File: config.mk
export PLATFORM = sky130hd
export DESIGN_NAME = lorenz_rk4_integrator_top_flat
export DESIGN_NICKNAME = d
export VERILOG_FILES = /design/src/rtl/lrk4_pkg.sv /design/src/rtl/lrk4_ifs.sv /design/src/rtl/lorenz_rk4_integrator_top.sv /design/src/flat_wrapper.sv
export SDC_FILE = /design/constraint.sdc
export NUM_CORES = 2
export LEC_CHECK = 0
export ABC_AREA = 1
export BUFFER_PORTS_ARGS = -buffer_cell sky130_fd_sc_hd__buf_2
export CAP_MARGIN = 40
export CELL_PAD_IN_SITES_DETAIL_PLACEMENT = 1
export CELL_PAD_IN_SITES_GLOBAL_PLACEMENT = 1
export CORE_UTILIZATION = 30
export CTS_CLUSTER_DIAMETER = 80
export DETAILED_ROUTE_END_ITERATION = 8
export PLACE_DENSITY_LB_ADDON = 0.1
export SLEW_MARGIN = 20
export SYNTH_ARGS = -nofsm -noshare
export SYNTH_HDL_FRONTEND = slang
export SYNTH_SLANG_ARGS = --single-unit
export TNS_END_PERCENT = 20
File: constraint.sdc
create_clock -name i_clk -period 8.7 [get_ports i_clk]
set_clock_uncertainty 0.2 [all_clocks]
set_input_delay 0.435 -clock i_clk [delete_from_list [all_inputs] [get_ports i_clk]]
set_output_delay 0.435 -clock i_clk [all_outputs]
set_load 0.005 [all_outputs]
File: src/rtl/lrk4_pkg.sv
package lrk4_pkg;

    localparam int unsigned QW   = 32;    // position / coefficient width
    localparam int unsigned DTW  = 29;    // clamped step size fits here
    localparam int unsigned CIW  = 3;     // config index width
    localparam int unsigned KW   = 42;    // derivative width
    localparam int unsigned SW   = 44;    // weighted derivative sum width
    localparam int unsigned AW   = 48;    // multiplicand width
    localparam int unsigned BW   = 34;    // multiplier width, one bit per cycle
    localparam int unsigned PW   = AW + BW + 1;
    localparam int unsigned DVW  = 44;    // divide-by-six dividend width
    localparam int unsigned EW   = 46;    // pre-saturation width

    localparam logic [DTW-1:0] DT_MAX = 29'd429496729;

    typedef logic signed [QW-1:0] t_q824;
    typedef logic [CIW-1:0]       t_cfg_idx;

    localparam t_cfg_idx CFG_SIGMA   = 3'd0;
    localparam t_cfg_idx CFG_RHO     = 3'd1;
    localparam t_cfg_idx CFG_BETA    = 3'd2;
    localparam t_cfg_idx CFG_START_X = 3'd3;
    localparam t_cfg_idx CFG_START_Y = 3'd4;
    localparam t_cfg_idx CFG_START_Z = 3'd5;

    localparam t_q824 SIGMA_RST = 32'sd167772160;
    localparam t_q824 RHO_RST   = 32'sd469762048;
    localparam t_q824 BETA_RST  = 32'sd44739243;
    localparam t_q824 ONE_Q824  = 32'sd16777216;

    function automatic t_q824 sat32(input logic signed [EW-1:0] v);
        t_q824 r;
        if (v[EW-1:QW-1] == {(EW-QW+1){1'b0}} || v[EW-1:QW-1] == {(EW-QW+1){1'b1}}) begin
            r = v[QW-1:0];
        end else if (v[EW-1]) begin
            r = {1'b1, {(QW-1){1'b0}}};
        end else begin
            r = {1'b0, {(QW-1){1'b1}}};
        end
        return r;
    endfunction

endpackage

File: src/rtl/lrk4_ifs.sv
interface lrk4_in_if;
    logic                         valid;
    logic                         ready;
    logic                         action;
    logic [lrk4_pkg::QW-1:0]      step_size;
    modport source (output valid, action, step_size, input ready);
    modport sink   (input valid, action, step_size, output ready);
endinterface

interface lrk4_out_if;
    logic                         valid;
    logic                         ready;
    lrk4_pkg::t_q824              x_value;
    lrk4_pkg::t_q824              y_value;
    lrk4_pkg::t_q824              z_value;
    modport source (output valid, x_value, y_value, z_value, input ready);
    modport sink   (input valid, x_value, y_value, z_value, output ready);
endinterface

interface lrk4_cfg_if;
    logic                         valid;
    logic                         ready;
    lrk4_pkg::t_cfg_idx           index;
    logic [lrk4_pkg::QW-1:0]      data;
    modport source (output valid, index, data, input ready);
    modport sink   (input valid, index, data, output ready);
endinterface

File: src/rtl/lorenz_rk4_integrator_top.sv
// Integrate beat: 28 products of one bit-serial shift-add multiplier, each with a
// load and a writeback, and three divide-by-six passes plus an update each. One
// beat at a time: a new beat is accepted only in idle, and a reload beat returns
// nothing. The result register frees the input side.
// Reset (i_rst_n low, synchronous) restores sigma, rho, beta, start and position.
module lorenz_rk4_integrator_top (
    input  logic         i_clk,
    input  logic         i_rst_n,
    lrk4_in_if.sink      i_in,
    lrk4_out_if.source   o_out,
    lrk4_cfg_if.sink     i_cfg
);

    typedef enum logic [2:0] {ST_IDLE, ST_LOAD, ST_MUL, ST_WB, ST_DIV, ST_UPD, ST_DONE} t_state;
    typedef enum logic [2:0] {OP_DX, OP_DY, OP_XY, OP_BZ, OP_AX, OP_AY, OP_AZ} t_op;

    localparam int unsigned CW = 6;
    localparam logic [CW-1:0] MUL_LAST = CW'(lrk4_pkg::BW - 1);
    localparam logic [CW-1:0] DIV_LAST = CW'(lrk4_pkg::DVW - 1);
    localparam logic [lrk4_pkg::DVW-1:0] DIV_BIAS = 44'd6 << 41;
    localparam logic signed [lrk4_pkg::EW-1:0] Q_BIAS = 46'sd1 <<< 41;

    t_state r_state;
    t_op    r_op;
    logic [1:0]    r_stage;
    logic [CW-1:0] r_cnt;

    lrk4_pkg::t_q824 r_sigma, r_rho, r_beta, r_sx, r_sy, r_sz;
    lrk4_pkg::t_q824 r_px, r_py, r_pz, r_tx, r_ty, r_tz;
    logic [lrk4_pkg::DTW-1:0] r_dt;
    logic signed [lrk4_pkg::KW-1:0] r_kx, r_ky, r_kz, r_tmp;
    logic signed [lrk4_pkg::SW-1:0] r_sumx, r_sumy, r_sumz;

    logic signed [lrk4_pkg::AW-1:0] r_ma;
    logic [lrk4_pkg::BW-1:0]        r_mb;
    logic signed [lrk4_pkg::AW:0]   r_hi;
    logic [lrk4_pkg::BW-1:0]        r_lo;

    logic [lrk4_pkg::DVW-1:0] r_dq;
    logic [2:0]               r_rem;

    logic r_ovalid;
    lrk4_pkg::t_q824 r_ox, r_oy, r_oz;

    logic signed [lrk4_pkg::AW-1:0] n_ma;
    logic signed [lrk4_pkg::BW-1:0] n_mb;
    logic signed [lrk4_pkg::AW:0]   n_add, n_t;
    logic signed [lrk4_pkg::PW-1:0] n_p;
    logic signed [lrk4_pkg::KW-1:0] n_k24, n_kz;
    logic signed [lrk4_pkg::EW-1:0] n_scl, n_pos, n_upd;
    logic [lrk4_pkg::DVW-1:0]       n_div;
    logic [3:0]                     n_r4;
    logic                           n_ge;
    logic [lrk4_pkg::DTW-1:0]       n_dt;
    lrk4_pkg::t_q824                n_tp;

    assign i_in.ready  = (r_state == ST_IDLE);
    assign i_cfg.ready = 1'b1;
    assign o_out.valid   = r_ovalid;
    assign o_out.x_value = r_ox;
    assign o_out.y_value = r_oy;
    assign o_out.z_value = r_oz;

    // dt clamp: at most 0.1, zero becomes one LSB
    always_comb begin
        if (i_in.step_size > {3'b0, lrk4_pkg::DT_MAX}) begin
            n_dt = lrk4_pkg::DT_MAX;
        end else if (i_in.step_size == '0) begin
            n_dt = {{(lrk4_pkg::DTW-1){1'b0}}, 1'b1};
        end else begin
            n_dt = i_in.step_size[lrk4_pkg::DTW-1:0];
        end
    end

    // operand select for the next product
    always_comb begin
        unique case (r_op)
            OP_DX: begin
                n_ma = lrk4_pkg::AW'(r_sigma);
                n_mb = lrk4_pkg::BW'(33'(r_ty) - 33'(r_tx));
            end
            OP_DY: begin
                n_ma = lrk4_pkg::AW'(r_tx);
                n_mb = lrk4_pkg::BW'(33'(r_rho) - 33'(r_tz));
            end
            OP_XY: begin
                n_ma = lrk4_pkg::AW'(r_tx);
                n_mb = lrk4_pkg::BW'(r_ty);
            end
            OP_BZ: begin
                n_ma = lrk4_pkg::AW'(r_beta);
                n_mb = lrk4_pkg::BW'(r_tz);
            end
            OP_AX: begin
                n_ma = (r_stage == 2'd3) ? lrk4_pkg::AW'(r_sumx) : lrk4_pkg::AW'(r_kx);
                n_mb = lrk4_pkg::BW'({1'b0, r_dt});
            end
            OP_AY: begin
                n_ma = (r_stage == 2'd3) ? lrk4_pkg::AW'(r_sumy) : lrk4_pkg::AW'(r_ky);
                n_mb = lrk4_pkg::BW'({1'b0, r_dt});
            end
            OP_AZ: begin
                n_ma = (r_stage == 2'd3) ? lrk4_pkg::AW'(r_sumz) : lrk4_pkg::AW'(r_kz);
                n_mb = lrk4_pkg::BW'({1'b0, r_dt});
            end
            default: begin
                n_ma = '0;
                n_mb = '0;
            end
        endcase
    end

    // one multiplier bit per cycle; the top bit carries negative weight
    always_comb begin
        if (!r_mb[0]) begin
            n_add = '0;
        end else if (r_cnt == MUL_LAST) begin
            n_add = -{r_ma[lrk4_pkg::AW-1], r_ma};
        end else begin
            n_add = {r_ma[lrk4_pkg::AW-1], r_ma};
        end
        n_t = r_hi + n_add;
    end

    always_comb begin
        n_p   = {r_hi, r_lo};
        n_k24 = n_p[24 +: lrk4_pkg::KW];
        n_kz  = r_tmp - n_k24;
        unique case (r_op)
            OP_AX: n_tp = r_px;
            OP_AY: n_tp = r_py;
            default: n_tp = r_pz;
        endcase
        n_pos = lrk4_pkg::EW'(n_tp);
        n_scl = (r_stage == 2'd2) ? n_p[32 +: lrk4_pkg::EW] : n_p[33 +: lrk4_pkg::EW];
        // floor(sum * dt / 2^32) is signed; the bias keeps the dividend positive
        n_div = {{(lrk4_pkg::DVW-lrk4_pkg::KW){n_p[32+lrk4_pkg::KW-1]}},
                 n_p[32 +: lrk4_pkg::KW]} + DIV_BIAS;
        n_upd = n_pos + lrk4_pkg::EW'({1'b0, r_dq}) - Q_BIAS;
        n_r4  = {r_rem, r_dq[lrk4_pkg::DVW-1]};
        n_ge  = (n_r4 >= 4'd6);
    end

    always_ff @(posedge i_clk) begin
        if (!i_rst_n) begin
            r_state  <= ST_IDLE;
            r_op     <= OP_DX;
            r_stage  <= 2'd0;
            r_cnt    <= '0;
            r_ovalid <= 1'b0;
            r_sigma  <= lrk4_pkg::SIGMA_RST;
            r_rho    <= lrk4_pkg::RHO_RST;
            r_beta   <= lrk4_pkg::BETA_RST;
            r_sx     <= lrk4_pkg::ONE_Q824;
            r_sy     <= lrk4_pkg::ONE_Q824;
            r_sz     <= lrk4_pkg::ONE_Q824;
            r_px     <= lrk4_pkg::ONE_Q824;
            r_py     <= lrk4_pkg::ONE_Q824;
            r_pz     <= lrk4_pkg::ONE_Q824;
        end else begin
            if (i_cfg.valid) begin
                unique case (i_cfg.index)
                    lrk4_pkg::CFG_SIGMA:   r_sigma <= i_cfg.data;
                    lrk4_pkg::CFG_RHO:     r_rho   <= i_cfg.data;
                    lrk4_pkg::CFG_BETA:    r_beta  <= i_cfg.data;
                    lrk4_pkg::CFG_START_X: r_sx    <= i_cfg.data;
                    lrk4_pkg::CFG_START_Y: r_sy    <= i_cfg.data;
                    lrk4_pkg::CFG_START_Z: r_sz    <= i_cfg.data;
                    default: ;
                endcase
            end
            if (r_ovalid && o_out.ready) begin
                r_ovalid <= 1'b0;
            end

            unique case (r_state)
                ST_IDLE: begin
                    if (i_in.valid) begin
                        if (i_in.action) begin
                            r_px <= r_sx;
                            r_py <= r_sy;
                            r_pz <= r_sz;
                        end else begin
                            r_dt    <= n_dt;
                            r_tx    <= r_px;
                            r_ty    <= r_py;
                            r_tz    <= r_pz;
                            r_op    <= OP_DX;
                            r_stage <= 2'd0;
                            r_state <= ST_LOAD;
                        end
                    end
                end
                ST_LOAD: begin
                    r_ma    <= n_ma;
                    r_mb    <= n_mb;
                    r_hi    <= '0;
                    r_lo    <= '0;
                    r_cnt   <= '0;
                    r_state <= ST_MUL;
                end
                ST_MUL: begin
                    r_hi  <= {n_t[lrk4_pkg::AW], n_t[lrk4_pkg::AW:1]};
                    r_lo  <= {n_t[0], r_lo[lrk4_pkg::BW-1:1]};
                    r_mb  <= r_mb >> 1;
                    r_cnt <= r_cnt + 1'b1;
                    if (r_cnt == MUL_LAST) begin
                        r_state <= ST_WB;
                    end
                end
                ST_WB: begin
                    r_state <= ST_LOAD;
                    unique case (r_op)
                        OP_DX: begin
                            r_kx <= n_k24;
                            r_op <= OP_DY;
                        end
                        OP_DY: begin
                            r_ky <= n_k24 - lrk4_pkg::KW'(r_ty);
                            r_op <= OP_XY;
                        end
                        OP_XY: begin
                            r_tmp <= n_k24;
                            r_op  <= OP_BZ;
                        end
                        OP_BZ: begin
                            r_kz <= n_kz;
                            r_op <= OP_AX;
                            // RK4 weights 1, 2, 2, 1
                            priority if (r_stage == 2'd0) begin
                                r_sumx <= lrk4_pkg::SW'(r_kx);
                                r_sumy <= lrk4_pkg::SW'(r_ky);
                                r_sumz <= lrk4_pkg::SW'(n_kz);
                            end else if (r_stage == 2'd3) begin
                                r_sumx <= r_sumx + lrk4_pkg::SW'(r_kx);
                                r_sumy <= r_sumy + lrk4_pkg::SW'(r_ky);
                                r_sumz <= r_sumz + lrk4_pkg::SW'(n_kz);
                            end else begin
                                r_sumx <= r_sumx + (lrk4_pkg::SW'(r_kx) <<< 1);
                                r_sumy <= r_sumy + (lrk4_pkg::SW'(r_ky) <<< 1);
                                r_sumz <= r_sumz + (lrk4_pkg::SW'(n_kz) <<< 1);
                            end
                        end
                        default: begin
                            if (r_stage == 2'd3) begin
                                r_dq    <= n_div;
                                r_rem   <= 3'd0;
                                r_cnt   <= '0;
                                r_state <= ST_DIV;
                            end else begin
                                unique case (r_op)
                                    OP_AX: r_tx <= lrk4_pkg::sat32(n_pos + n_scl);
                                    OP_AY: r_ty <= lrk4_pkg::sat32(n_pos + n_scl);
                                    default: r_tz <= lrk4_pkg::sat32(n_pos + n_scl);
                                endcase
                                unique case (r_op)
                                    OP_AX: r_op <= OP_AY;
                                    OP_AY: r_op <= OP_AZ;
                                    default: begin
                                        r_op    <= OP_DX;
                                        r_stage <= r_stage + 2'd1;
                                    end
                                endcase
                            end
                        end
                    endcase
                end
                ST_DIV: begin
                    r_rem <= n_ge ? 3'(n_r4 - 4'd6) : n_r4[2:0];
                    r_dq  <= {r_dq[lrk4_pkg::DVW-2:0], n_ge};
                    r_cnt <= r_cnt + 1'b1;
                    if (r_cnt == DIV_LAST) begin
                        r_state <= ST_UPD;
                    end
                end
                ST_UPD: begin
                    unique case (r_op)
                        OP_AX: begin
                            r_px    <= lrk4_pkg::sat32(n_upd);
                            r_op    <= OP_AY;
                            r_state <= ST_LOAD;
                        end
                        OP_AY: begin
                            r_py    <= lrk4_pkg::sat32(n_upd);
                            r_op    <= OP_AZ;
                            r_state <= ST_LOAD;
                        end
                        default: begin
                            r_pz    <= lrk4_pkg::sat32(n_upd);
                            r_state <= ST_DONE;
                        end
                    endcase
                end
                ST_DONE: begin
                    if (!r_ovalid) begin
                        r_ox     <= r_px;
                        r_oy     <= r_py;
                        r_oz     <= r_pz;
                        r_ovalid <= 1'b1;
                        r_state  <= ST_IDLE;
                    end
                end
                default: r_state <= ST_IDLE;
            endcase
        end
    end

    a_step_start: assert property (@(posedge i_clk) disable iff (!i_rst_n)
        (i_in.valid && i_in.ready && !i_in.action)
        |=> (r_state == ST_LOAD && r_op == OP_DX && r_stage == 2'd0))
        else $error("integrate beat did not start the first stage");

    a_mul_wb: assert property (@(posedge i_clk) disable iff (!i_rst_n)
        (r_state == ST_MUL && r_cnt == MUL_LAST) |=> (r_state == ST_WB))
        else $error("product not written back after last multiplier bit");

    a_rem_range: assert property (@(posedge i_clk) disable iff (!i_rst_n)
        (r_state == ST_DIV) |-> (r_rem < 3'd6))
        else $error("divide-by-six remainder out of range");

    a_done_out: assert property (@(posedge i_clk) disable iff (!i_rst_n)
        (r_state == ST_DONE && !r_ovalid) |=> (r_ovalid && r_state == ST_IDLE))
        else $error("finished step did not reach the result register");

endmodule
File: src/flat_wrapper.sv
// flat-port wrapper written by rule: the top's interface ports become plain ports
module lorenz_rk4_integrator_top_flat 
  (i_clk, i_rst_n, i_in_valid, i_in_action, i_in_step_size, i_in_ready, o_out_valid, o_out_x_value, o_out_y_value, o_out_z_value, o_out_ready, i_cfg_valid, i_cfg_index, i_cfg_data, i_cfg_ready);
  lrk4_in_if i_in_i ();
  lrk4_out_if o_out_i ();
  lrk4_cfg_if i_cfg_i ();
  input  logic i_clk;
  input  logic i_rst_n;
  input wire logic [$bits(i_in_i.valid)-1:0] i_in_valid;
  input wire logic [$bits(i_in_i.action)-1:0] i_in_action;
  input wire logic [$bits(i_in_i.step_size)-1:0] i_in_step_size;
  output wire logic [$bits(i_in_i.ready)-1:0] i_in_ready;
  output wire logic [$bits(o_out_i.valid)-1:0] o_out_valid;
  output wire logic [$bits(o_out_i.x_value)-1:0] o_out_x_value;
  output wire logic [$bits(o_out_i.y_value)-1:0] o_out_y_value;
  output wire logic [$bits(o_out_i.z_value)-1:0] o_out_z_value;
  input wire logic [$bits(o_out_i.ready)-1:0] o_out_ready;
  input wire logic [$bits(i_cfg_i.valid)-1:0] i_cfg_valid;
  input wire logic [$bits(i_cfg_i.index)-1:0] i_cfg_index;
  input wire logic [$bits(i_cfg_i.data)-1:0] i_cfg_data;
  output wire logic [$bits(i_cfg_i.ready)-1:0] i_cfg_ready;
  assign i_in_i.valid = i_in_valid;
  assign i_in_i.action = i_in_action;
  assign i_in_i.step_size = i_in_step_size;
  assign i_in_ready = i_in_i.ready;
  assign o_out_valid = o_out_i.valid;
  assign o_out_x_value = o_out_i.x_value;
  assign o_out_y_value = o_out_i.y_value;
  assign o_out_z_value = o_out_i.z_value;
  assign o_out_i.ready = o_out_ready;
  assign i_cfg_i.valid = i_cfg_valid;
  assign i_cfg_i.index = i_cfg_index;
  assign i_cfg_i.data = i_cfg_data;
  assign i_cfg_ready = i_cfg_i.ready;
  lorenz_rk4_integrator_top u_core (.i_clk(i_clk), .i_rst_n(i_rst_n), .i_in(i_in_i), .o_out(o_out_i), .i_cfg(i_cfg_i));
endmodule
==> flow_summary_export.csv <==
group,metric,value,unit
timing,setup_violations,0,
die,core_region_area,0.258,mm²
cells_and_area,final_util,34.7,%
power_and_ir_drop,p_seq_share,35.4,%
clock_tree,clkTransAtPathRegs,0.06,ns
route,drtIter0Drc,6942,
yosys,syn_nets,11716,
die,initial_core_util,30.3,%
route,ant_nets,0,
global_routing,grt.total_usage,33.6,%
yosys,synth_top_area_share,27.1,%
route,routed_wirelength,453000,µm
route,routedWlPerCell,30.5,µm
yosys,synth-async-reset-ratio,0,%
timing,fin_crit,6.35,ns
worst_setup_path,r2r_start,"u_core.r_op[1]",
global_routing,grt_pass1_vias,83741,
worst_hold_path,min_path_type,"primary input to flop",
clock_tree,root_buffer,"clkbuf_16",
worst_setup_path,slowest_delay,0.62,ns
yosys,yosysMostFrequentCell,"nand2_1",
die,die-area,0.262,mm²
timing,fin_crit_sh,73.0,%
worst_setup_path,path_class,"flop to flop",
global_routing,grt_start_max_net_pins,135,
route,viasPerCell,5.58,
timing,hold_viol,0,
timing,maxSlewHeadroom,33.1,%
cells_and_area,drive_above_1_share,6.67,%
power_and_ir_drop,ir_drop,0.000213,V
power_and_ir_drop,p_leak,0.0390,µW
die,ios,172,
cells_and_area,nNetsFinal,11993,
yosys,ys_ff_latch,1007,
place,portBuffers,170,
die,die-height,512,µm
timing,fmax,158,MHz
worst_setup_path,critical_path_arrival,6.77,ns
cells_and_area,area_growth,14.7,%
worst_setup_path,cp_max_fo,31,
timing,worst_pin_slew,0.996,ns
worst_setup_path,cp-start-kind,"flop",
yosys,seq_area_frac_synth,34.9,%
timing,setup_tns,0,ns
power_and_ir_drop,switching_share,37.3,%
worst_setup_path,crit_top_cell,"nand2_1",
flow_run,max-cap-violations,0,
route,vias,82741,
yosys,ys.flop_type,"edfxtp_1",
route,drc,0,
global_routing,antenna_found_initial,46,
power_and_ir_drop,p_sw,6020,µW
global_routing,overflow,0,
yosys,synth_top_cell_by_area,"edfxtp_1",
timing,rsz0062_at_grt,"no",
worst_hold_path,hold_start,"o_out_ready",
yosys,netlist_area,0.0780,mm²
die,rows,186,
clock_tree,htreeDepth,4,
clock_tree,cts_tree,"done",
route,drtPass1Iterations,6,
clock_tree,cts.path.max_buffers,3,
clock_tree,clk_latency,0.88,ns
power_and_ir_drop,power_density,180,mW/mm²
timing,drv_slew,0,
yosys,yosys-top-cells-area,"edfxtp_1, nand2_1, ha_1",
worst_setup_path,cpMaxStageDelayCell,"nand2_2",
clock_tree,clock_sinks,1007,
clock_tree,hold_buffers,65,
place,dpl.hpwl,372000,µm
clock_tree,numCtsBuffers,136,
yosys,syn_area_per_cell,7.06,µm²
clock_tree,ctsResizeCount,0,
power_and_ir_drop,total_power,16100,µW
status,status,"finished clean",
power_and_ir_drop,p_comb_share,26.9,%
clock_tree,post_cts_buffers,0,
worst_setup_path,cp.required,9.12,ns
worst_setup_path,crit_path_start,"u_core.r_op[1]",
worst_setup_path,end_kind,"flop",
power_and_ir_drop,power.internal,10100,µW
yosys,syn_inst,11043,
die,die_x,512,µm
power_and_ir_drop,clkPwrFrac,37.7,%
global_routing,grt_pass1_wl,632000,µm
place,globalplace.congestion,1.01,
yosys,yosysWarnings,0,
yosys,synth_common_cells,"nand2_1, nor2_1, inv_1, a21oi_1, o21ai_0",
yosys,synth_cell_type_count,66,
yosys,synth_edf_count,704,
==> through the flow <==
stage,worst slack [ns],hold slack [ns],instances,instance area (µm²)
2_1_floorplan,1.55,0.208,11043,78000
3_3_place_gp,2.10,0.242,14441,83300
3_5_place_dp,2.37,0.246,14494,83900
4_1_cts,2.32,0.0315,14813,89400
5_1_grt,2.03,0.101,14824,89500
6_report,2.35,0.101,14832,89500
==> metal layers <==
| layer | track usage [%] | routed length, µm | vias to the layer above |
|---|---|---|---|
| met5 | 0 | 126 | - |
| met4 | 19.1 | 29800 | 18 |
| met3 | 3.42 | 20700 | 712 |
| met2 | 57.0 | 213000 | 2541 |
| met1 | 41.6 | 189000 | 41262 |
| li1 | - | - | 38208 |
==> sequential cells by signal, summed over array words and instances, names as in the netlist, 34 cells and up <==
signal         cells
u_core.r_sumy     44
u_core.r_dq       44
u_core.r_sumz     44
u_core.r_tmp      42
u_core.r_mb       34
u_core.r_kx       42
u_core.r_kz       42
u_core.r_sumx     44
u_core.r_ky       42
u_core.r_hi       48
u_core.r_ma       44
==> power groups by stage <==
stage / logic (µW) / clock network (µW) / registers [µW]
2_1_floorplan: 2420 / 0 / 5640
3_3_place_gp: 4180 / 0 / 5800
3_5_place_dp: 4240 / 0 / 5800
4_1_cts: 4290 / 6160 / 5700
5_1_grt: 4640 / 6320 / 5710
6_report: 4350 / 6070 / 5710
==> worst max-delay path, delay by kind of cell, from the launching register on <==
kind | cells | cell delay [ns]
simple gates | 22 | 3.86
fa+ha+maj | 2 | 0.75
buf+inv | 4 | 0.78
flops | 1 | 0.46
==> cell families (layout without fill, tap and decap cells) <==
group | count (synthesis) | in the layout | share of synthesized area, %
and+or+nand+nor | 4838 | 4838 | 25.1
AOI/OAI and AO/OA | 2853 | 2853 | 20.4
buffers and inverters | 1526 | 1919 | 7.40
DFF | 1007 | 1007 | 34.9
adders and majority gates | 600 | 600 | 9.76
xor gates and xnor gates | 218 | 218 | 2.45
other | 1 | 13 | 0.00481
==> final cells by class <==
class                      count  area [µm²]
inverter                    1217        4580
sequential                  1007       27200
fill                       31871      168000
timing repair buffer         448        3350
clock buffer                 175        3660
clock inverter                79        1160
multi-input combinational   8510       45300
antenna                       12        30.0
tap                         3384        4230
==> layout by cell type, fill, tap and decap left out, drive strengths merged, types with 219 or more instances in the layout <==
| cell | count |
|---|---|
| inv | 1215 |
| a31oi | 219 |
| nand3 | 425 |
| nand2 | 2616 |
| nor2 | 1429 |
| a21oi | 1178 |
| buf | 381 |
| o21ai | 1002 |
| ha | 586 |
| edfxtp | 704 |
| dfxtp | 303 |
==> path summary, 6_finish.rpt <==
check | endpoint | slack [ns] | cells past startpoint
max | u_core.r_tz[21] | 2.35 | 28
min | u_core.o_out.valid | 0.10 | 3
min reg2reg | u_core.r_rho[0] | 0.26 | 2
max reg2reg | u_core.r_tz[21] | 2.35 | 28
No activity file was read; power rests on OpenSTA's default activity.
